**src/rtl/bfpa_ram.sv**
```systemverilog
// Generic single-write, single-read RAM with registered read data.
`timescale 1ns / 1ps
module bfpa_ram #(
    parameter int WIDTH = 32,
    parameter int DEPTH = 64
) (
    input  logic                     clk,
    input  logic                     we,
    input  logic [$clog2(DEPTH)-1:0] waddr,
    input  logic [WIDTH-1:0]         wdata,
    input  logic [$clog2(DEPTH)-1:0] raddr,
    output logic [WIDTH-1:0]         rdata
);

    logic [WIDTH-1:0] mem [DEPTH];

    always_ff @(posedge clk)
    begin
        if (we)
        begin
            mem[waddr] <= wdata;
        end
        rdata <= mem[raddr];
    end

endmodule

```
**config.mk**
```make
export PLATFORM = sky130hd
export DESIGN_NAME = bfpa_ram
export DESIGN_NICKNAME = d
export VERILOG_FILES = /design/src/rtl/bfpa_ram.sv
export SDC_FILE = /design/constraint.sdc
export NUM_CORES = 2
export LEC_CHECK = 0
export BUFFER_PORTS_ARGS = -buffer_cell sky130_fd_sc_hd__buf_4
export CAP_MARGIN = 0
export CORE_MARGIN = 1.5
export CORE_UTILIZATION = 52
export DETAILED_ROUTE_END_ITERATION = 8
export GPL_TIMING_DRIVEN = 1
export PLACE_DENSITY_LB_ADDON = 0.1
export SYNTH_ARGS = -nofsm -noshare
export SYNTH_HDL_FRONTEND = slang
export SYNTH_SLANG_ARGS = --single-unit
```
**constraint.sdc**
```tcl
create_clock -name clk -period 4.8 [get_ports clk]
set_input_delay 0.96 -clock clk [delete_from_list [all_inputs] [get_ports clk]]
set_output_delay 0.96 -clock clk [all_outputs]
set_load 0.005 [all_outputs]
```
After elaboration in Yosys (flattened, before gate mapping)

Memory sizes are Yosys's and may differ from the RTL's. A register that Yosys moved wholly into a read port is not among the register bits.
Cells that the tools add are included.

Muxes and demuxes: 2

Operators by type and width:

| kind   | number |
|---|---|
| $mux 1 | 2 |

Register bits after elaboration: 0
RAM bits: 2,048
Bits of input ports: 46
Output and inout port bits: 32
Memories kept: 1

Memories:

| name | depth | bits a word | read ports | clocked after memory_dff | wr ports | RTL line | RTL |
|---|---|---|---|---|---|---|---|
| mem  | 64    | 32          | 1          | 1                        | 1        | 15       | `logic [WIDTH-1:0] mem [DEPTH];` |

Longest topological paths before layout

Word-level depth: 2
Gate-level depth with buffers: 10

Worst setup path after synthesis

OpenSTA, ideal clock, no wires.

Kind: in2reg
Start point: input port waddr[3]
End point: memory mem[48][0] (enable)
Arrival: 3.659 ns
Required time: 4.339 ns
Path slack: 0.680 ns
Stages: 4
Path buffers: 1
Cell sequence: clkbuf_1 nor2b_1 nand4b_1 nor3_1

RTL lines:

| element         | RTL line | RTL |
|---|---|---|
| start, declared | 9        | `input logic [$clog2(DEPTH)-1:0] waddr,` |
| end, declared   | 15       |  |

No word-level cell before the write port.

==> qor.yml <==
synth:
  synth_top_area_share_pct: 78.3
  synth_seq_area_share_pct: 79.1
  synthesis.area_sq_um: 78500
  yosys_register_bits: 2080
  synth_cell_types: 34
  ys_warn_count: 0
  synthArstFlopShare_pct: 0
  syn_area_per_cell_sq_um: 23.6
  synthFlopType: "edfxtp_1"
  synth.area.top_cells: "edfxtp_1 (78%), mux4_2 (16%), mux2i_1 (1.2%), dfxtp_1 (0.82%), o22ai_1 (0.67%)"
  synth-edff-count: 2048
  yosys.area.top_type: "edfxtp_1"
  syn_nets: 3370
  synthCells: 3324
drt:
  maxUsedRoutingLayer: "met5"
  vias: 37200
  m1WireLength_mm: 80.7
  ant_nets: 0
  drc_errors: 0
  wire_per_inst_um: 35.4
  routed_via_density: 6.42
  met3WireLength_mm: 18.2
  drtIter0Drc: 4460
  wirelength_mm: 205
  first_pass_iters: 5
  wl_met2_mm: 99.9
sta:
  skew_ps: 33.4
  slew_headroom_pct: 25.2
  tightestPinTransition_ps: 1120
  post-route-period-util_pct: 74.0
  setup_violations: 0
  hold_viol: 0
  slew_viol_final: 0
  fmax_mhz: 282
  fin_setup_tns_ps: 0
  period_needed_ps: 3550
  rsz0062_at_grt: "no"
placement:
  io_buffers: 77
  hpwl_mm: 117
  placed_area_sq_um: 82800
  gp_congestion: 0.825
status:
  status: "complete, no violations"
setup_path:
  critical_path_class: "in2reg"
  crit_path_start_kind: "input pin"
  cp.required_ps: 5470
  worstSetupEndpointType: "flip-flop"
  arrival_ps: 4220
  critPathMaxFanout: 41
floorplanning:
  die_x_um: 392
  rows: 142
  start_util_pct: 52.4
  coreArea_sq_um: 150000
  dieArea_sq_um: 153000
  ios: 78
  fp.dieH_um: 392
power:
  leakage_nw: 27.8
  powerDensity_nw_per_um2: 418
  vdd_ir_drop_max_mv: 0.344
clock_tree:
  clockRootBuffer: "clkbuf_16"
  cts_setup_buffers: 0
  cts_tree: "built"
  worstSkewPairLatency_ps: 840
  cts_buffers: 203
  ctsHoldBuffers: 0
  cts_buffer_depth: 3
  clkSinkCount: 2080
  htree_levels: 4
  clk_pin_slew_ps: 60
  cts-resized-gates: 0
final_layout:
  fin_util_pct: 59.5
  drive_gt1_share_pct: 30.2
  finalInstanceArea_sq_um: 89100
  n_fill_cell: 10400
  area_growth_pct: 13.5
  nets: 3646
grt:
  grt_pass1_wl_mm: 287
  grt_max_degree: 87
  antenna_found_initial: 18
  grt_usage_pct: 27.3
  first_global_vias: 37700
  gr-total-overflow: 0
worst_hold_path:
  holdCritPathClass: "in2reg"
job:
  maxCapViolCount: 0
-- layout by cell type (no fill, tap or decap), types with 5 or more instances in the layout --
cell,Yosys,final
nand3b_1,5,5
clkinv_2,0,36
nor2_4,0,62
clkinv_1,0,37
bufinv_16,0,10
nand2b_1,8,8
nand2_1,26,26
mux4_2,544,544
clkbuf_1,74,60
dfxtp_1,32,32
nand3_1,5,5
clkbuf_8,0,6
a22oi_1,12,12
clkbuf_16,0,209
buf_4,25,228
a311oi_1,8,8
mux2i_1,93,93
o22ai_1,84,84
edfxtp_1,2048,2048
o221ai_1,27,27
nor2_1,137,75
nor3_1,7,5
buf_12,0,22
inv_6,0,5
diode_2,0,6
nor2b_1,15,15
a21oi_1,62,62
-- registers in the layout (all words and copies together) (netlist names) --
signal	cells
mem	2048
rdata	32
-- synthesized netlist by cell type (7+ instances only) --
master    instances
edfxtp_1       2048
mux4_2          544
nor2_1          137
mux2i_1          93
o22ai_1          84
clkbuf_1         74
a21oi_1          62
buf_2            57
dfxtp_1          32
o221ai_1         27
nand2_1          26
buf_4            25
buf_1            21
nor2b_1          15
a22oi_1          12
a311oi_1          8
nand2b_1          8
nor3_1            7
-- report_power, final --
part | leakage [nW] | switching (mW) | total, mW | internal [mW]
Sequential | 18.7 | 0.0806 | 20.2 | 20.1
Combinational | 6.03 | 1.22 | 1.94 | 0.723
Clock | 3.07 | 6.50 | 15.1 | 8.57
-- cell type report --
class	count	area, sq um	share of cell area [%]
Antenna cell	6	15.0	0.0169
Clock buffer	275	5540	6.22
Clock inverter	92	711	0.798
Multi-Input combinational cell	1062	16000	17.9
Sequential cell	2080	62100	69.8
Tap cell	2016	2520	2.83
Timing Repair Buffer	253	2200	2.47
-- worst paths after layout --
check / start / endpoint / slack [ps] / depth (start not counted)
max: raddr[0] / rdata[3]$_DFF_P_ / 1250 / 8
min: raddr[4] / rdata[21]$_DFF_P_ / 640 / 3
max reg2reg: mem[32][20]$_DFFE_PP_ / rdata[20]$_DFF_P_ / 2480 / 5
min reg2reg: mem[56][17]$_DFFE_PP_ / rdata[17]$_DFF_P_ / 890 / 5
-- logic make-up after synthesis --
family                 Yosys count  share of synthesized area (%)
multiplexers                   637                           16.8
AND/OR/NAND/NOR                223                           1.27
buffers and inverters          182                           1.13
flip-flops                    2080                           79.1
AO/OA/AOI/OAI                  202                           1.67
-- through the flow --
stage / setup WS, ps / total power [mW] / cells / hold WS, ps
floorplan: 680 / 21.5 / 3324 / 663
global placement: 522 / 22.5 / 5411 / 867
detailed placement: 507 / 22.5 / 5411 / 874
CTS: 1380 / 37.5 / 5778 / 557
global route: 1210 / 38.2 / 5778 / 608
finish: 1250 / 37.2 / 5784 / 640
-- per-layer routing --
layer | vias up | track usage [%]
li1 | 14800 | -
met1 | 20200 | 38.9
met2 | 1827 | 43.9
met3 | 300 | 5.02
met4 | 18 | 7.71
met5 | - | 0
-- critical path, stage by stage --
cell and delay, ps:
buf_8 460, buf_4 730, buf_4 340, mux4_2 520, o22ai_1 200, nor2_1 90
a21oi_1 700, nor2_1 120
Power figures use the tool's default switching activity.
