File: src/rtl/bfpa_pkg.sv
// Shared types, sizes and codes of the best-fit pool allocator.
`timescale 1ns / 1ps
package bfpa_pkg;

    localparam int ADDR_W    = 32;
    localparam int FREE_N    = 64;
    localparam int USED_N    = 64;
    localparam int FIDX_W    = $clog2(FREE_N);
    localparam int UIDX_W    = $clog2(USED_N);
    localparam int FCNT_W    = $clog2(FREE_N + 1);
    localparam int ALIGN_W   = 4;
    localparam int RALIGN_W  = 13;
    localparam int BASE_W    = 2 ** ALIGN_W;
    localparam int CFG_IDX_W = 1;

    localparam logic [ALIGN_W-1:0] ALIGN_RESET = ALIGN_W'(4);
    localparam logic [ADDR_W-1:0]  POOL_RESET  = '1;

    localparam logic CMD_ALLOC = 1'b0;
    localparam logic CMD_FREE  = 1'b1;

    localparam logic [CFG_IDX_W-1:0] CFG_POOL_SIZE = CFG_IDX_W'(0);
    localparam logic [CFG_IDX_W-1:0] CFG_ALIGN     = CFG_IDX_W'(1);

    typedef enum logic [2:0] {
        ST_OK         = 3'd0,
        ST_NO_SPACE   = 3'd1,
        ST_NOT_ALLOC  = 3'd2,
        ST_BAD_ALIGN  = 3'd3,
        ST_TABLE_FULL = 3'd4
    } status_t;

    typedef enum logic [4:0] {
        S_IDLE,
        S_A_ALIGN,
        S_A_SRD,
        S_A_SCHK,
        S_A_DECIDE,
        S_A_URD,
        S_A_UCHK,
        S_A_SUB,
        S_A_TRIM,
        S_F_URD,
        S_F_UCHK,
        S_F_END,
        S_F_SRD,
        S_F_SCHK,
        S_FA1,
        S_FA2,
        S_FA3,
        S_FA4,
        S_FB1,
        S_FB2,
        S_FB3,
        S_FB4,
        S_FI_RD,
        S_FI_WR,
        S_RM_RD,
        S_RM_WR,
        S_DONE
    } state_t;

    typedef struct packed {
        logic                command;
        logic [ADDR_W-1:0]   request_size;
        logic [RALIGN_W-1:0] request_alignment;
        logic [ADDR_W-1:0]   address;
    } req_t;

    typedef struct packed {
        logic [ADDR_W-1:0] block_address;
        status_t           status;
        logic [ADDR_W-1:0] largest_free;
    } rsp_t;

    typedef struct packed {
        logic [ADDR_W-1:0]  pool_bytes;
        logic [ALIGN_W-1:0] align_log2;
        logic               init;
    } cfg_t;

    typedef struct packed {
        logic              we;
        logic [FIDX_W-1:0] addr;
        logic [ADDR_W-1:0] start;
        logic [ADDR_W-1:0] len;
    } fwr_t;

    typedef struct packed {
        logic              we;
        logic [UIDX_W-1:0] addr;
        logic [ADDR_W-1:0] start;
        logic [ADDR_W-1:0] len;
    } uwr_t;

endpackage

File: src/rtl/bfpa_alu.sv
// Shared add/subtract unit of the allocator sequencer.
`timescale 1ns / 1ps
module bfpa_alu (
    input  logic [bfpa_pkg::ADDR_W:0] a,
    input  logic [bfpa_pkg::ADDR_W:0] b,
    input  logic                      sub,
    output logic [bfpa_pkg::ADDR_W:0] y
);
    import bfpa_pkg::*;

    always_comb
    begin
        if (sub)
        begin
            y = a - b;
        end
        else
        begin
            y = a + b;
        end
    end

endmodule

File: src/rtl/bfpa_ctrl.sv
// Sequencer and datapath registers of the allocator: table scans, merges, shifts.
`timescale 1ns / 1ps
module bfpa_ctrl (
    input  logic                          clk,
    input  logic                          rst_n,
    input  logic                          req_valid,
    output logic                          req_stall,
    input  bfpa_pkg::req_t                req,
    input  bfpa_pkg::cfg_t                cfg,
    output logic                          idle,
    output logic                          res_valid,
    input  logic                          res_ready,
    output bfpa_pkg::rsp_t                res,
    output bfpa_pkg::fwr_t                f_wr,
    output logic [bfpa_pkg::FIDX_W-1:0]   f_raddr,
    input  logic [bfpa_pkg::ADDR_W-1:0]   f_rstart,
    input  logic [bfpa_pkg::ADDR_W-1:0]   f_rlen,
    output bfpa_pkg::uwr_t                u_wr,
    output logic [bfpa_pkg::UIDX_W-1:0]   u_raddr,
    input  logic [bfpa_pkg::ADDR_W-1:0]   u_rstart,
    input  logic [bfpa_pkg::ADDR_W-1:0]   u_rlen
);
    import bfpa_pkg::*;

    state_t              state_reg, state_next;
    logic [FCNT_W-1:0]   free_count_reg, free_count_next;
    logic                e0_init_reg, e0_init_next;
    logic                f_rd0_reg, f_rd0_next;
    logic [USED_N-1:0]   used_valid_reg, used_valid_next;

    logic [ADDR_W:0]     size_reg, size_next;
    logic [RALIGN_W-1:0] ralign_reg, ralign_next;
    logic [ADDR_W-1:0]   ptr_reg, ptr_next;
    logic [ADDR_W-1:0]   largest_reg, largest_next;
    logic                found_reg, found_next;
    logic [FIDX_W-1:0]   best_reg, best_next;
    logic [ADDR_W-1:0]   best_len_reg, best_len_next;
    logic [ADDR_W-1:0]   best_start_reg, best_start_next;
    logic                have_free_reg, have_free_next;
    logic [UIDX_W-1:0]   free_slot_reg, free_slot_next;
    logic [UIDX_W-1:0]   slot_reg, slot_next;
    logic [UIDX_W-1:0]   rec_reg, rec_next;
    logic [ADDR_W-1:0]   bs_reg, bs_next;
    logic [ADDR_W-1:0]   bl_reg, bl_next;
    logic [ADDR_W-1:0]   cur_start_reg, cur_start_next;
    logic [ADDR_W-1:0]   cur_len_reg, cur_len_next;
    logic [ADDR_W-1:0]   aux_len_reg, aux_len_next;
    logic [ADDR_W:0]     end_reg, end_next;
    logic [FCNT_W-1:0]   pos_reg, pos_next;
    logic [FCNT_W-1:0]   fidx_reg, fidx_next;
    logic [UIDX_W-1:0]   uidx_reg, uidx_next;
    logic [ADDR_W-1:0]   res_addr_reg, res_addr_next;
    status_t             res_status_reg, res_status_next;
    logic [ADDR_W-1:0]   res_largest_reg, res_largest_next;

    logic [ADDR_W:0]     alu_a, alu_b, alu_y;
    logic                alu_sub;

    logic [ADDR_W-1:0]   eff_start, eff_len;
    logic [FCNT_W-1:0]   fidx_p1, fidx_m1;
    logic                more_f, count_full, u_last, u_hit, have_free_any;
    logic [ADDR_W-1:0]   u_key;
    logic [BASE_W-1:0]   base, base_m1;
    logic                bad_align;
    logic                y_eq_ptr, y_eq_start, end_eq_bs;
    logic                accept;

    bfpa_alu u_alu (
        .a   (alu_a),
        .b   (alu_b),
        .sub (alu_sub),
        .y   (alu_y)
    );

    assign eff_start  = (f_rd0_reg && e0_init_reg) ? '0 : f_rstart;
    assign eff_len    = (f_rd0_reg && e0_init_reg) ? cfg.pool_bytes : f_rlen;
    assign fidx_p1    = fidx_reg + FCNT_W'(1);
    assign fidx_m1    = fidx_reg - FCNT_W'(1);
    assign more_f     = fidx_p1 < free_count_reg;
    assign count_full = free_count_reg >= FCNT_W'(FREE_N);
    assign u_last     = uidx_reg == UIDX_W'(USED_N - 1);
    assign u_key      = (state_reg == S_A_UCHK) ? best_start_reg : ptr_reg;
    assign u_hit      = used_valid_reg[uidx_reg] && (u_rstart == u_key);
    assign have_free_any = have_free_reg || !used_valid_reg[uidx_reg];
    assign base       = BASE_W'(1) << cfg.align_log2;
    assign base_m1    = base - BASE_W'(1);
    assign bad_align  = ((ralign_reg & (ralign_reg - RALIGN_W'(1))) != '0) ||
                        ({{(BASE_W - RALIGN_W){1'b0}}, ralign_reg} > base);
    assign y_eq_ptr   = alu_y == {1'b0, ptr_reg};
    assign y_eq_start = alu_y == {1'b0, eff_start};
    assign end_eq_bs  = end_reg == {1'b0, eff_start};
    assign accept     = req_valid && !req_stall;

    assign req_stall = state_reg != S_IDLE;
    assign idle      = state_reg == S_IDLE;
    assign res_valid = state_reg == S_DONE;
    assign res.block_address = res_addr_reg;
    assign res.status        = res_status_reg;
    assign res.largest_free  = res_largest_reg;
    assign u_raddr = uidx_reg;

    always_comb
    begin
        state_next = state_reg;
        unique case (state_reg)
            S_IDLE:
            begin
                if (req_valid)
                begin
                    state_next = (req.command == CMD_ALLOC) ? S_A_ALIGN : S_F_URD;
                end
            end
            S_A_ALIGN:
            begin
                if (bad_align)
                begin
                    state_next = S_DONE;
                end
                else if (free_count_reg == '0)
                begin
                    state_next = S_A_DECIDE;
                end
                else
                begin
                    state_next = S_A_SRD;
                end
            end
            S_A_SRD:    state_next = S_A_SCHK;
            S_A_SCHK:   state_next = more_f ? S_A_SRD : S_A_DECIDE;
            S_A_DECIDE: state_next = (!found_reg || size_reg[ADDR_W]) ? S_DONE : S_A_URD;
            S_A_URD:    state_next = S_A_UCHK;
            S_A_UCHK:
            begin
                if (u_hit)
                begin
                    state_next = S_A_SUB;
                end
                else if (u_last)
                begin
                    state_next = have_free_any ? S_A_SUB : S_DONE;
                end
                else
                begin
                    state_next = S_A_URD;
                end
            end
            S_A_SUB:    state_next = ({1'b0, best_len_reg} > size_reg) ? S_A_TRIM : S_RM_RD;
            S_A_TRIM:   state_next = S_DONE;
            S_F_URD:    state_next = S_F_UCHK;
            S_F_UCHK:
            begin
                if (u_hit)
                begin
                    state_next = S_F_END;
                end
                else if (u_last)
                begin
                    state_next = S_DONE;
                end
                else
                begin
                    state_next = S_F_URD;
                end
            end
            S_F_END:    state_next = (free_count_reg == '0) ? S_FI_RD : S_F_SRD;
            S_F_SRD:    state_next = S_F_SCHK;
            S_F_SCHK:
            begin
                if (y_eq_ptr)
                begin
                    state_next = S_FA1;
                end
                else if (end_eq_bs)
                begin
                    state_next = S_FB1;
                end
                else if (more_f)
                begin
                    state_next = S_F_SRD;
                end
                else
                begin
                    state_next = count_full ? S_DONE : S_FI_RD;
                end
            end
            S_FA1:      state_next = S_FA2;
            S_FA2:      state_next = more_f ? S_FA3 : S_DONE;
            S_FA3:      state_next = y_eq_start ? S_FA4 : S_DONE;
            S_FA4:      state_next = S_RM_RD;
            S_FB1:      state_next = S_FB2;
            S_FB2:      state_next = (fidx_reg != '0) ? S_FB3 : S_DONE;
            S_FB3:      state_next = y_eq_ptr ? S_FB4 : S_DONE;
            S_FB4:      state_next = S_RM_RD;
            S_FI_RD:    state_next = (fidx_reg > pos_reg) ? S_FI_WR : S_DONE;
            S_FI_WR:    state_next = S_FI_RD;
            S_RM_RD:    state_next = more_f ? S_RM_WR : S_DONE;
            S_RM_WR:    state_next = S_RM_RD;
            S_DONE:     state_next = res_ready ? S_IDLE : S_DONE;
            default:    state_next = S_IDLE;
        endcase
    end

    always_comb
    begin
        alu_a   = '0;
        alu_b   = '0;
        alu_sub = 1'b0;
        unique case (state_reg)
            S_A_ALIGN:
            begin
                alu_a = size_reg;
                alu_b = (ADDR_W + 1)'(base_m1);
            end
            S_A_SUB:
            begin
                alu_a   = {1'b0, best_len_reg};
                alu_b   = size_reg;
                alu_sub = 1'b1;
            end
            S_A_TRIM:
            begin
                alu_a = {1'b0, best_start_reg};
                alu_b = size_reg;
            end
            S_F_END:
            begin
                alu_a = {1'b0, ptr_reg};
                alu_b = size_reg;
            end
            S_F_SCHK, S_FB3:
            begin
                alu_a = {1'b0, eff_start};
                alu_b = {1'b0, eff_len};
            end
            S_FA1, S_FB1:
            begin
                alu_a = {1'b0, bl_reg};
                alu_b = size_reg;
            end
            S_FA3:
            begin
                alu_a = {1'b0, cur_start_reg};
                alu_b = {1'b0, cur_len_reg};
            end
            S_FA4, S_FB4:
            begin
                alu_a = {1'b0, cur_len_reg};
                alu_b = {1'b0, aux_len_reg};
            end
            default:
            begin
                alu_a = '0;
                alu_b = '0;
            end
        endcase
    end

    always_comb
    begin
        free_count_next  = free_count_reg;
        e0_init_next     = e0_init_reg;
        used_valid_next  = used_valid_reg;
        size_next        = size_reg;
        ralign_next      = ralign_reg;
        ptr_next         = ptr_reg;
        largest_next     = largest_reg;
        found_next       = found_reg;
        best_next        = best_reg;
        best_len_next    = best_len_reg;
        best_start_next  = best_start_reg;
        have_free_next   = have_free_reg;
        free_slot_next   = free_slot_reg;
        slot_next        = slot_reg;
        rec_next         = rec_reg;
        bs_next          = bs_reg;
        bl_next          = bl_reg;
        cur_start_next   = cur_start_reg;
        cur_len_next     = cur_len_reg;
        aux_len_next     = aux_len_reg;
        end_next         = end_reg;
        pos_next         = pos_reg;
        fidx_next        = fidx_reg;
        uidx_next        = uidx_reg;
        res_addr_next    = res_addr_reg;
        res_status_next  = res_status_reg;
        res_largest_next = res_largest_reg;
        f_wr             = '0;
        u_wr             = '0;
        f_raddr          = fidx_reg[FIDX_W-1:0];

        unique case (state_reg)
            S_IDLE:
            begin
                if (accept)
                begin
                    size_next        = {1'b0, req.request_size};
                    ralign_next      = req.request_alignment;
                    ptr_next         = req.address;
                    largest_next     = '0;
                    found_next       = 1'b0;
                    have_free_next   = 1'b0;
                    fidx_next        = '0;
                    uidx_next        = '0;
                    res_addr_next    = '0;
                    res_largest_next = '0;
                    res_status_next  = ST_OK;
                end
            end
            S_A_ALIGN:
            begin
                if (bad_align)
                begin
                    res_status_next = ST_BAD_ALIGN;
                end
                else
                begin
                    size_next = alu_y & ~((ADDR_W + 1)'(base_m1));
                end
            end
            S_A_SCHK:
            begin
                if (eff_len > largest_reg)
                begin
                    largest_next = eff_len;
                end
                if (({1'b0, eff_len} >= size_reg) && (!found_reg || eff_len <= best_len_reg))
                begin
                    found_next      = 1'b1;
                    best_next       = fidx_reg[FIDX_W-1:0];
                    best_len_next   = eff_len;
                    best_start_next = eff_start;
                end
                if (more_f)
                begin
                    fidx_next = fidx_p1;
                end
            end
            S_A_DECIDE:
            begin
                res_largest_next = largest_reg;
                if (!found_reg || size_reg[ADDR_W])
                begin
                    res_status_next = ST_NO_SPACE;
                end
            end
            S_A_UCHK:
            begin
                if (u_hit)
                begin
                    slot_next = uidx_reg;
                end
                else
                begin
                    if (!used_valid_reg[uidx_reg] && !have_free_reg)
                    begin
                        have_free_next = 1'b1;
                        free_slot_next = uidx_reg;
                    end
                    if (u_last)
                    begin
                        if (have_free_any)
                        begin
                            slot_next = have_free_reg ? free_slot_reg : uidx_reg;
                        end
                        else
                        begin
                            res_status_next = ST_TABLE_FULL;
                        end
                    end
                    else
                    begin
                        uidx_next = uidx_reg + UIDX_W'(1);
                    end
                end
            end
            S_A_SUB:
            begin
                u_wr.we    = 1'b1;
                u_wr.addr  = slot_reg;
                u_wr.start = best_start_reg;
                u_wr.len   = size_reg[ADDR_W-1:0];
                used_valid_next[slot_reg] = 1'b1;
                res_addr_next = best_start_reg;
                cur_len_next  = alu_y[ADDR_W-1:0];
                fidx_next     = FCNT_W'(best_reg);
            end
            S_A_TRIM:
            begin
                f_wr.we    = 1'b1;
                f_wr.addr  = best_reg;
                f_wr.start = alu_y[ADDR_W-1:0];
                f_wr.len   = cur_len_reg;
            end
            S_F_UCHK:
            begin
                if (u_hit)
                begin
                    rec_next  = uidx_reg;
                    size_next = {1'b0, u_rlen};
                end
                else if (u_last)
                begin
                    res_status_next = ST_NOT_ALLOC;
                end
                else
                begin
                    uidx_next = uidx_reg + UIDX_W'(1);
                end
            end
            S_F_END:
            begin
                end_next  = alu_y;
                fidx_next = '0;
                pos_next  = free_count_reg;
            end
            S_F_SCHK:
            begin
                bs_next = eff_start;
                bl_next = eff_len;
                if ((pos_reg == free_count_reg) && (eff_start >= ptr_reg))
                begin
                    pos_next = fidx_reg;
                end
                if (!y_eq_ptr && !end_eq_bs)
                begin
                    if (more_f)
                    begin
                        fidx_next = fidx_p1;
                    end
                    else if (count_full)
                    begin
                        res_status_next = ST_TABLE_FULL;
                    end
                    else
                    begin
                        fidx_next = free_count_reg;
                    end
                end
            end
            S_FA1:
            begin
                cur_start_next = bs_reg;
                cur_len_next   = alu_y[ADDR_W-1:0];
                used_valid_next[rec_reg] = 1'b0;
            end
            S_FA2:
            begin
                f_wr.we    = 1'b1;
                f_wr.addr  = fidx_reg[FIDX_W-1:0];
                f_wr.start = cur_start_reg;
                f_wr.len   = cur_len_reg;
                f_raddr    = fidx_p1[FIDX_W-1:0];
            end
            S_FA3:
            begin
                aux_len_next = eff_len;
            end
            S_FA4:
            begin
                f_wr.we    = 1'b1;
                f_wr.addr  = fidx_reg[FIDX_W-1:0];
                f_wr.start = cur_start_reg;
                f_wr.len   = alu_y[ADDR_W-1:0];
                fidx_next  = fidx_p1;
            end
            S_FB1:
            begin
                cur_start_next = ptr_reg;
                cur_len_next   = alu_y[ADDR_W-1:0];
                used_valid_next[rec_reg] = 1'b0;
            end
            S_FB2:
            begin
                f_wr.we    = 1'b1;
                f_wr.addr  = fidx_reg[FIDX_W-1:0];
                f_wr.start = ptr_reg;
                f_wr.len   = cur_len_reg;
                f_raddr    = fidx_m1[FIDX_W-1:0];
            end
            S_FB3:
            begin
                bs_next      = eff_start;
                aux_len_next = eff_len;
            end
            S_FB4:
            begin
                f_wr.we    = 1'b1;
                f_wr.addr  = fidx_m1[FIDX_W-1:0];
                f_wr.start = bs_reg;
                f_wr.len   = alu_y[ADDR_W-1:0];
            end
            S_FI_RD:
            begin
                f_raddr = fidx_m1[FIDX_W-1:0];
                if (fidx_reg == pos_reg)
                begin
                    f_wr.we    = 1'b1;
                    f_wr.addr  = pos_reg[FIDX_W-1:0];
                    f_wr.start = ptr_reg;
                    f_wr.len   = size_reg[ADDR_W-1:0];
                    free_count_next = free_count_reg + FCNT_W'(1);
                    used_valid_next[rec_reg] = 1'b0;
                end
            end
            S_FI_WR:
            begin
                f_wr.we    = 1'b1;
                f_wr.addr  = fidx_reg[FIDX_W-1:0];
                f_wr.start = eff_start;
                f_wr.len   = eff_len;
                fidx_next  = fidx_m1;
            end
            S_RM_RD:
            begin
                f_raddr = fidx_p1[FIDX_W-1:0];
                if (!more_f)
                begin
                    free_count_next = free_count_reg - FCNT_W'(1);
                end
            end
            S_RM_WR:
            begin
                f_wr.we    = 1'b1;
                f_wr.addr  = fidx_reg[FIDX_W-1:0];
                f_wr.start = eff_start;
                f_wr.len   = eff_len;
                fidx_next  = fidx_p1;
            end
            default:
            begin
                f_raddr = fidx_reg[FIDX_W-1:0];
            end
        endcase

        if (f_wr.we && (f_wr.addr == '0))
        begin
            e0_init_next = 1'b0;
        end
        if (cfg.init)
        begin
            free_count_next = FCNT_W'(1);
            e0_init_next    = 1'b1;
            used_valid_next = '0;
        end
    end

    assign f_rd0_next = f_raddr == '0;

    always_ff @(posedge clk or negedge rst_n)
    begin
        if (!rst_n)
        begin
            state_reg      <= S_IDLE;
            free_count_reg <= FCNT_W'(1);
            e0_init_reg    <= 1'b1;
            f_rd0_reg      <= 1'b0;
            used_valid_reg <= '0;
        end
        else
        begin
            state_reg      <= state_next;
            free_count_reg <= free_count_next;
            e0_init_reg    <= e0_init_next;
            f_rd0_reg      <= f_rd0_next;
            used_valid_reg <= used_valid_next;
        end
    end

    always_ff @(posedge clk)
    begin
        size_reg        <= size_next;
        ralign_reg      <= ralign_next;
        ptr_reg         <= ptr_next;
        largest_reg     <= largest_next;
        found_reg       <= found_next;
        best_reg        <= best_next;
        best_len_reg    <= best_len_next;
        best_start_reg  <= best_start_next;
        have_free_reg   <= have_free_next;
        free_slot_reg   <= free_slot_next;
        slot_reg        <= slot_next;
        rec_reg         <= rec_next;
        bs_reg          <= bs_next;
        bl_reg          <= bl_next;
        cur_start_reg   <= cur_start_next;
        cur_len_reg     <= cur_len_next;
        aux_len_reg     <= aux_len_next;
        end_reg         <= end_next;
        pos_reg         <= pos_next;
        fidx_reg        <= fidx_next;
        uidx_reg        <= uidx_next;
        res_addr_reg    <= res_addr_next;
        res_status_reg  <= res_status_next;
        res_largest_reg <= res_largest_next;
    end

endmodule

File: config.mk
export PLATFORM = sky130hd
export DESIGN_NAME = bfpa_ctrl
export DESIGN_NICKNAME = d
export VERILOG_FILES = /design/src/rtl/bfpa_pkg.sv /design/src/rtl/bfpa_alu.sv /design/src/rtl/bfpa_ctrl.sv
export SDC_FILE = /design/constraint.sdc
export NUM_CORES = 2
export LEC_CHECK = 0
export BUFFER_PORTS_ARGS = -buffer_cell sky130_fd_sc_hd__buf_4
export CELL_PAD_IN_SITES_DETAIL_PLACEMENT = 2
export CELL_PAD_IN_SITES_GLOBAL_PLACEMENT = 2
export CORE_ASPECT_RATIO = 0.9
export CORE_MARGIN = 2
export CORE_UTILIZATION = 34
export DETAILED_ROUTE_END_ITERATION = 10
export HOLD_SLACK_MARGIN = 0.08
export PLACE_DENSITY_LB_ADDON = 0.1
export SLEW_MARGIN = 5
export SYNTH_ARGS = -nofsm -noshare
export SYNTH_HDL_FRONTEND = slang
export SYNTH_SLANG_ARGS = --single-unit
File: constraint.sdc
create_clock -name clk -period 9.7 [get_ports clk]
set_input_delay 0.485 -clock clk [delete_from_list [all_inputs] [get_ports clk]]
set_output_delay 0.485 -clock clk [all_outputs]
set_load 0.01 [all_outputs]
Yosys cells after proc, flatten, opt, wreduce, memory -nomap -nowiden
Index checks and enable logic that the tools add are counted.
{"block": "word_totals", "output_inout_bits": 224, "register_bits": 558}
{"block": "op_classes", "eq_ne": 57, "shifts": 1, "n_reduce_logical": 71, "n_bitwise": 7, "n_mux": 95, "magnitude_cmp": 14, "add_sub_neg": 9}
{"op": "71-bit case mux with 7 select lines", "count": 1}
{"op": "33-bit case mux with 8 select lines", "count": 1}
{"op": "32-bit case mux with 2 select lines", "count": 4}
{"op": "64-bit case mux with 3 select lines", "count": 1}
{"op": "33-bit case mux with 5 select lines", "count": 1}
{"op": "32-bit two-way mux", "count": 5}
{"op": "71-bit two-way mux", "count": 2}
{"op": "33-bit two-way mux", "count": 4}
{"op": "64-bit two-way mux", "count": 2}
{"op": "5-bit case mux with 25 select lines", "count": 1}
{"op": "33-bit by 32-bit == test with 1-bit output", "count": 3}
{"op": "33-bit case mux with 3 select lines", "count": 1}
{"op": "5-bit two-way mux", "count": 14}
{"op": "64-bit bitwise AND", "count": 1}
{"op": "64-bit NOT", "count": 1}
{"op": "64-bit OR", "count": 1}
{"op": "7-bit two-way mux", "count": 9}
{"op": "5-bit == test, second input constant", "count": 11}
{"op": "7-bit case mux with 7 select lines", "count": 1}
{"op": "6-bit two-way mux", "count": 7}
{"op": "5-bit by 4-bit == test with 1-bit output, second input constant", "count": 8}
{"op": "3-bit two-way mux", "count": 13}
{"op": "2-bit inequality test, second input constant", "count": 19}
{"op": "33-bit adder", "count": 1}
{"op": "other kinds (60)", "count": 142}

Depth between registers and ports, before layout
{"block": "depth", "word_depth": 10, "depth_mapped": 30, "depth_no_buf": 26}

Modules after synthesis
From an unflattened synthesis, not the netlist that was laid out.
{"block": "hier_totals", "hier_cells": 3646, "area_unflattened_um2": 36628.9}
{"module": "bfpa_ctrl", "area_each_um2": 34091.4, "cells_per_inst": 3277, "n_inst": 1, "seq_area_each_um2": 16368.2}
{"module": "bfpa_alu", "area_each_um2": 2537.4, "cells_per_inst": 369, "n_inst": 1, "seq_area_each_um2": 0.0}

Worst setup path after synthesis
Ideal clock, no wire load.
{"block": "synth_timing", "path_type": "register to register", "start": "register e0_init_reg", "end": "register best_len_reg[0], enable pin", "path_stages_with_launch": 17, "setup_time_ns": 0.671, "arrival_time_ns": 9.393, "period_less_slack_ns": 10.063, "path_slack_ns": -0.363, "required_ns": 9.029, "cell_sequence": "dfstp_2 -> buf_2 -> nand2_2 -> buf_4 -> buf_2 -> mux2i_1 -> inv_1 -> ha_1 -> a21o_1 -> a21o_1 -> a21o_1 -> a21o_1 -> a21oi_1 -> nor2b_1 -> o21ai_0 -> a31oi_1 -> nor4_1"}
{"block": "synth_between", "elab_chain_cells": 6}
{"element": "start: declaration", "line_no": "bfpa_ctrl.sv:27", "source": "logic e0_init_reg, e0_init_next;"}
{"element": "start signal: assignment", "line_no": "bfpa_ctrl.sv:563", "source": "e0_init_reg <= e0_init_next;"}
{"element": "1-bit logical AND (*)", "line_no": "bfpa_ctrl.sv:76", "source": "assign eff_len = (f_rd0_reg && e0_init_reg) ? cfg.pool_bytes : f_rlen;"}
{"element": "32-bit two-way mux (*)", "line_no": "bfpa_ctrl.sv:76"}
{"element": "via eff_len[18]", "line_no": "bfpa_ctrl.sv:59", "source": "logic [ADDR_W-1:0] eff_start, eff_len;"}
{"element": "32-bit <= comparator", "line_no": "bfpa_ctrl.sv:326", "source": "if (({1'b0, eff_len} >= size_reg) && (!found_reg || eff_len <= best_len_reg))"}
{"element": "1-bit logical OR", "line_no": "bfpa_ctrl.sv:326"}
{"element": "1-bit logical AND (*)", "line_no": "bfpa_ctrl.sv:326"}
{"element": "2-bit AND reduction (no source line) (*)"}
{"element": "end signal: assignment", "line_no": "bfpa_ctrl.sv:577", "source": "best_len_reg <= best_len_next;"}
{"element": "end: declaration", "line_no": "bfpa_ctrl.sv:37", "source": "logic [ADDR_W-1:0] best_len_reg, best_len_next;"}
Mark *: on every way through the listed nets, which the timed path passes. The rest lies on a longest branch.
A chain may end at the register's enable or synchronous reset.

Worst setup path in the final report
{"block": "layout_timing", "start": "register state_reg[1]", "end": "register fidx_reg[3], enable pin"}
{"block": "layout_between", "elab_chain_cells": 10}
{"element": "start: declaration", "line_no": "bfpa_ctrl.sv:25", "source": "state_t state_reg, state_next;"}
{"element": "start signal: assignment", "line_no": "bfpa_ctrl.sv:561", "source": "state_reg <= state_next;"}
{"element": "5-bit by 3-bit == test with 1-bit output (tied with other cells)", "line_no": "bfpa_ctrl.sv:208, bfpa_ctrl.sv:291"}
{"element": "5-bit OR reduction (no source line) (tied with other cells)"}
{"element": "33-bit case mux with 5 select lines or 33-bit case mux with 8 select lines (tied branches)", "line_no": "bfpa_ctrl.sv:208", "source": "unique case (state_reg)"}
{"element": "33-bit adder or 33-bit subtractor (tied branches)", "line_no": "bfpa_alu.sv:19, bfpa_alu.sv:15"}
{"element": "33-bit two-way mux", "line_no": "bfpa_alu.sv:13", "source": "if (sub)"}
{"element": "33-bit by 32-bit == test with 1-bit output", "line_no": "bfpa_ctrl.sv:89", "source": "assign y_eq_ptr = alu_y == {1'b0, ptr_reg};"}
{"element": "1-bit logical NOT", "line_no": "bfpa_ctrl.sv:424", "source": "if (!y_eq_ptr && !end_eq_bs)"}
{"element": "1-bit logical AND", "line_no": "bfpa_ctrl.sv:424"}
{"element": "2-bit inequality test (no source line)"}
{"element": "5-bit AND reduction (no source line) (*)"}
{"element": "end signal: assignment", "line_no": "bfpa_ctrl.sv:590", "source": "fidx_reg <= fidx_next;"}
{"element": "end: declaration", "line_no": "bfpa_ctrl.sv:50", "source": "logic [FCNT_W-1:0] fidx_reg, fidx_next;"}
Every way passes the cells marked *; elsewhere a longest branch is shown, timed or not.

==> impl_metrics.yaml <==
outcome:
  status: "complete, no violations"
floorplan:
  initial_core_util: 0.344
  die_area_mm2: 0.113
  standard_cell_row_count: 115
  die_h_um: 320
  io_pins: 471
  dieWidth_um: 355
  floorplan.core_area_mm2: 0.109
place:
  dpl_worst_slack_ns: 1.06
  place.detailed.hpwl_um: 161000
  placement.io_buffers: 470
  post_dp_cell_area_mm2: 0.0428
  gp_congestion: 0.972
pwr:
  largest_vdd_supply_drop_uv: 472
  p_leak_nw: 18.1
  power_density_mw_per_mm2: 444
  power_w: 0.0203
critical_path:
  cp-endpoint: "fidx_reg[3]$_DFFE_PP_"
  reg2reg_from: "state_reg[1]$_DFFE_PN0P_"
  worstPathMaxFanout: 18
  setup.worst_path.class: "flop to flop"
  worst_ep_arrival_time_ns: 9.28
  ff2ff_setup_slack_ns: 0.78
  startpoint: "state_reg[1]$_DFFE_PN0P_"
  crit-reg2reg-capture: "fidx_reg[3]$_DFFE_PP_"
  endpoint_kind_of_the_worst_setup_timing_path: "flop"
  worst_ep_required_time_ns: 10.06
  reg2reg_depth: 26
  startpoint_type: "flop"
cts:
  clockBufferDepth: 3
  cts_made_buffers: 72
  maximum_level_of_the_cts_h_tree: 3
  clk_transition_reported_paths_ns: 0.07
  clk_root_buffer_cell: "sky130_fd_sc_hd__clkbuf_16"
  clock_sink_count: 558
  cts_tree: "done"
  clk_latency_ns: 0.67
synth:
  synthesis.nets: 4186
  synthesis.yosys.warnings: 0
  syn_avg_cell_area_um2: 10.1
  synth_flop_cell: "sky130_fd_sc_hd__edfxtp_1"
  number_of_standard_cells_after_synthesis: 3708
  mappedNetlistArea_mm2: 0.0376
  synth.lib_cells_used.distinct: 124
  ys_async_sr_fraction: 0.140
  synth_edf_count: 480
  ys_seq_area_frac: 0.435
  synth.ff_latch_count: 558
sta:
  min_period_over_period: 0.920
  worst_tran_pin_value_ns: 1.27
  max_slew_violation_count: 0
  final.setup.worst_slack_ns: 0.778
  rsz_0062_raised_after_global_routing: "false"
  fin_tns_setup_ns: 0
  post-route-min-period_ns: 8.92
  timing.hold.ws_ns: 0.130
  timing.final.setup_violations: 0
  hold_violation_count_in_the_final_report: 0
  achievable-frequency_mhz: 112
  remaining_max_slew_budget_at_the_tightest_pin: 0.147
  final.setup_skew_ns: 0.0269
routing:
  route.final.wire_length_um: 209000
  drt_iter0_markers: 4928
  firstDrtPassIters: 10
  route.detailed.drc: 0
  dr_total_vias: 36000
  routedWlPerCell_um: 36.7
  antenna_violating_nets_post_route: 0
  via_per_inst: 6.34
global_routing:
  grt_pass1_vias: 36300
  grt_util_all_layers: 0.359
  grt_start_max_net_pins: 80
  initial_antenna_violation_count: 16
  globalRouteOverflowTotal: 0
  grt_pass1_wl_um: 289000
layout:
  final_cell_area_mm2: 0.0457
  final_layout_size_suffix_gt1_frac: 0.201
  fin_nets: 4636
  area.growth.synth_to_final_pct: 21.5
  number_of_flip_flops_in_the_largest_register: 64
min_path:
  holdCritPathClass: "input pin to flop"
run:
  max_cap_viol_count: 0
## metrics by stage
| step | std cells | utilization |
|---|---|---|
| after global placement | 5498 | 0.391 |
| after CTS | 5676 | 0.417 |
| final | 5681 | 0.417 |
| after global routing | 5676 | 0.417 |
| after floorplan | 3708 | - |
| after detailed placement | 5498 | 0.391 |
## cells by family (layout without fill, tap and decap cells)
group | count (synthesis) | in the layout | share of synthesized area
other | 0 | 5 | 0
and+or+nand+nor | 1043 | 1043 | 0.142
buffers and inverters | 477 | 983 | 0.0524
xor gates and xnor gates | 199 | 199 | 0.0497
DFF | 558 | 558 | 0.435
muxes | 99 | 99 | 0.0352
adders and majority gates | 234 | 234 | 0.0780
AOI/OAI and AO/OA | 1098 | 1098 | 0.208
## synth_stat cells (95+ instances only)
master,count,area [µm²]
sky130_fd_sc_hd__edfxtp_1,480,14400
sky130_fd_sc_hd__nor2_1,235,882
sky130_fd_sc_hd__a222oi_1,113,1130
sky130_fd_sc_hd__xnor2_1,146,1280
sky130_fd_sc_hd__a21oi_1,238,1190
sky130_fd_sc_hd__nand4_1,95,594
sky130_fd_sc_hd__clkbuf_1,159,597
sky130_fd_sc_hd__nand2_1,259,972
sky130_fd_sc_hd__o21ai_0,181,906
sky130_fd_sc_hd__a22oi_1,99,743
sky130_fd_sc_hd__inv_1,232,871
sky130_fd_sc_hd__and2_1,119,744
sky130_fd_sc_hd__ha_1,229,2870
## what timing repair did
item	in CTS	in global routing
buffers inserted	0	0
endpoints found under the hold margin	77	0
gates resized for setup	0	0
hold buffers	48	0
## layout make-up
class                      instances  area (µm²)
fill                           11500       63800
tap                             1462        1830
multi-input combinational       2673       19500
clock inverter                    34         382
timing repair buffer             617        4760
clock buffer                      96        2010
sequential                       558       16400
antenna                            5        12.5
inverter                         236         890
## cells in the final DEF, fill, tap and decap left out, types with 74 or more instances in the layout
cell                        Yosys  layout
sky130_fd_sc_hd__a21oi_1      238     237
sky130_fd_sc_hd__a222oi_1     113     113
sky130_fd_sc_hd__and2_1       119     119
sky130_fd_sc_hd__nand2_1      259     258
sky130_fd_sc_hd__nor2_1       235     229
sky130_fd_sc_hd__dfrtp_1       76      76
sky130_fd_sc_hd__a211oi_1      86      85
sky130_fd_sc_hd__edfxtp_1     480     480
sky130_fd_sc_hd__a22oi_1       99      99
sky130_fd_sc_hd__nand4_1       95      95
sky130_fd_sc_hd__a21o_1        74      74
sky130_fd_sc_hd__o21ai_0      181     181
sky130_fd_sc_hd__clkbuf_16      0      75
sky130_fd_sc_hd__xnor2_1      146     146
sky130_fd_sc_hd__buf_4         11     568
sky130_fd_sc_hd__inv_1        232     231
sky130_fd_sc_hd__ha_1         229     229
## report_power, final
| group | total (W) | switching, W | internal (W) |
|---|---|---|---|
| Sequential | 0.00393 | 0.000478 | 0.00345 |
| Combinational | 0.0135 | 0.00939 | 0.00415 |
| Clock | 0.00282 | 0.00115 | 0.00167 |
| Total | 0.0203 | 0.0110 | 0.00926 |
## critical path, stage by stage, from the launching register on
cell,delay [ns]
sky130_fd_sc_hd__dfrtp_1,0.79
sky130_fd_sc_hd__nand2b_1,0.48
sky130_fd_sc_hd__nor2_4,0.12
sky130_fd_sc_hd__a222oi_1,0.34
sky130_fd_sc_hd__o21ai_0,0.17
sky130_fd_sc_hd__a21oi_1,0.21
sky130_fd_sc_hd__ha_1,0.21
sky130_fd_sc_hd__o21ai_0,0.11
sky130_fd_sc_hd__nor4_2,0.41
sky130_fd_sc_hd__nand4_2,0.32
sky130_fd_sc_hd__nor3_2,0.29
sky130_fd_sc_hd__buf_4,0.19
sky130_fd_sc_hd__or2b_1,0.30
sky130_fd_sc_hd__o21ai_0,0.22
sky130_fd_sc_hd__xnor2_1,0.11
sky130_fd_sc_hd__ha_1,0.71
sky130_fd_sc_hd__nand4_1,0.19
sky130_fd_sc_hd__or2_2,0.31
sky130_fd_sc_hd__o22ai_1,0.23
sky130_fd_sc_hd__mux2i_1,0.11
sky130_fd_sc_hd__and4bb_1,0.61
sky130_fd_sc_hd__xnor2_1,0.18
sky130_fd_sc_hd__o2111ai_1,0.17
sky130_fd_sc_hd__a2111oi_0,0.71
sky130_fd_sc_hd__nand4_2,0.42
sky130_fd_sc_hd__a21oi_1,0.43
sky130_fd_sc_hd__nor3_1,0.26
## worst min path at each step
| stage | end | startpoint | cells past startpoint |
|---|---|---|---|
| global placement | used_valid_reg[49]$_DFFE_PN0P_ | rst_n | 1 |
| finish | size_reg[0]$_DFFE_PP_ | u_rlen[0] | 2 |
| global route | size_reg[8]$_DFFE_PP_ | req[53] | 2 |
| detailed placement | used_valid_reg[49]$_DFFE_PN0P_ | rst_n | 1 |
| CTS | size_reg[2]$_DFFE_PP_ | u_rlen[2] | 3 |
| floorplan | f_rd0_reg$_DFF_PN0_ | rst_n | 0 |
## routing by layer
layer  part of all wire  global-route usage  vias up
met5           0.000053                   0        -
met1               0.43               0.511    18700
li1                   -                   -    15000
met4              0.045               0.140        2
met2               0.42               0.529     1996
met3              0.096              0.0744      291
Note: power is estimated with default switching activity, not from simulation.
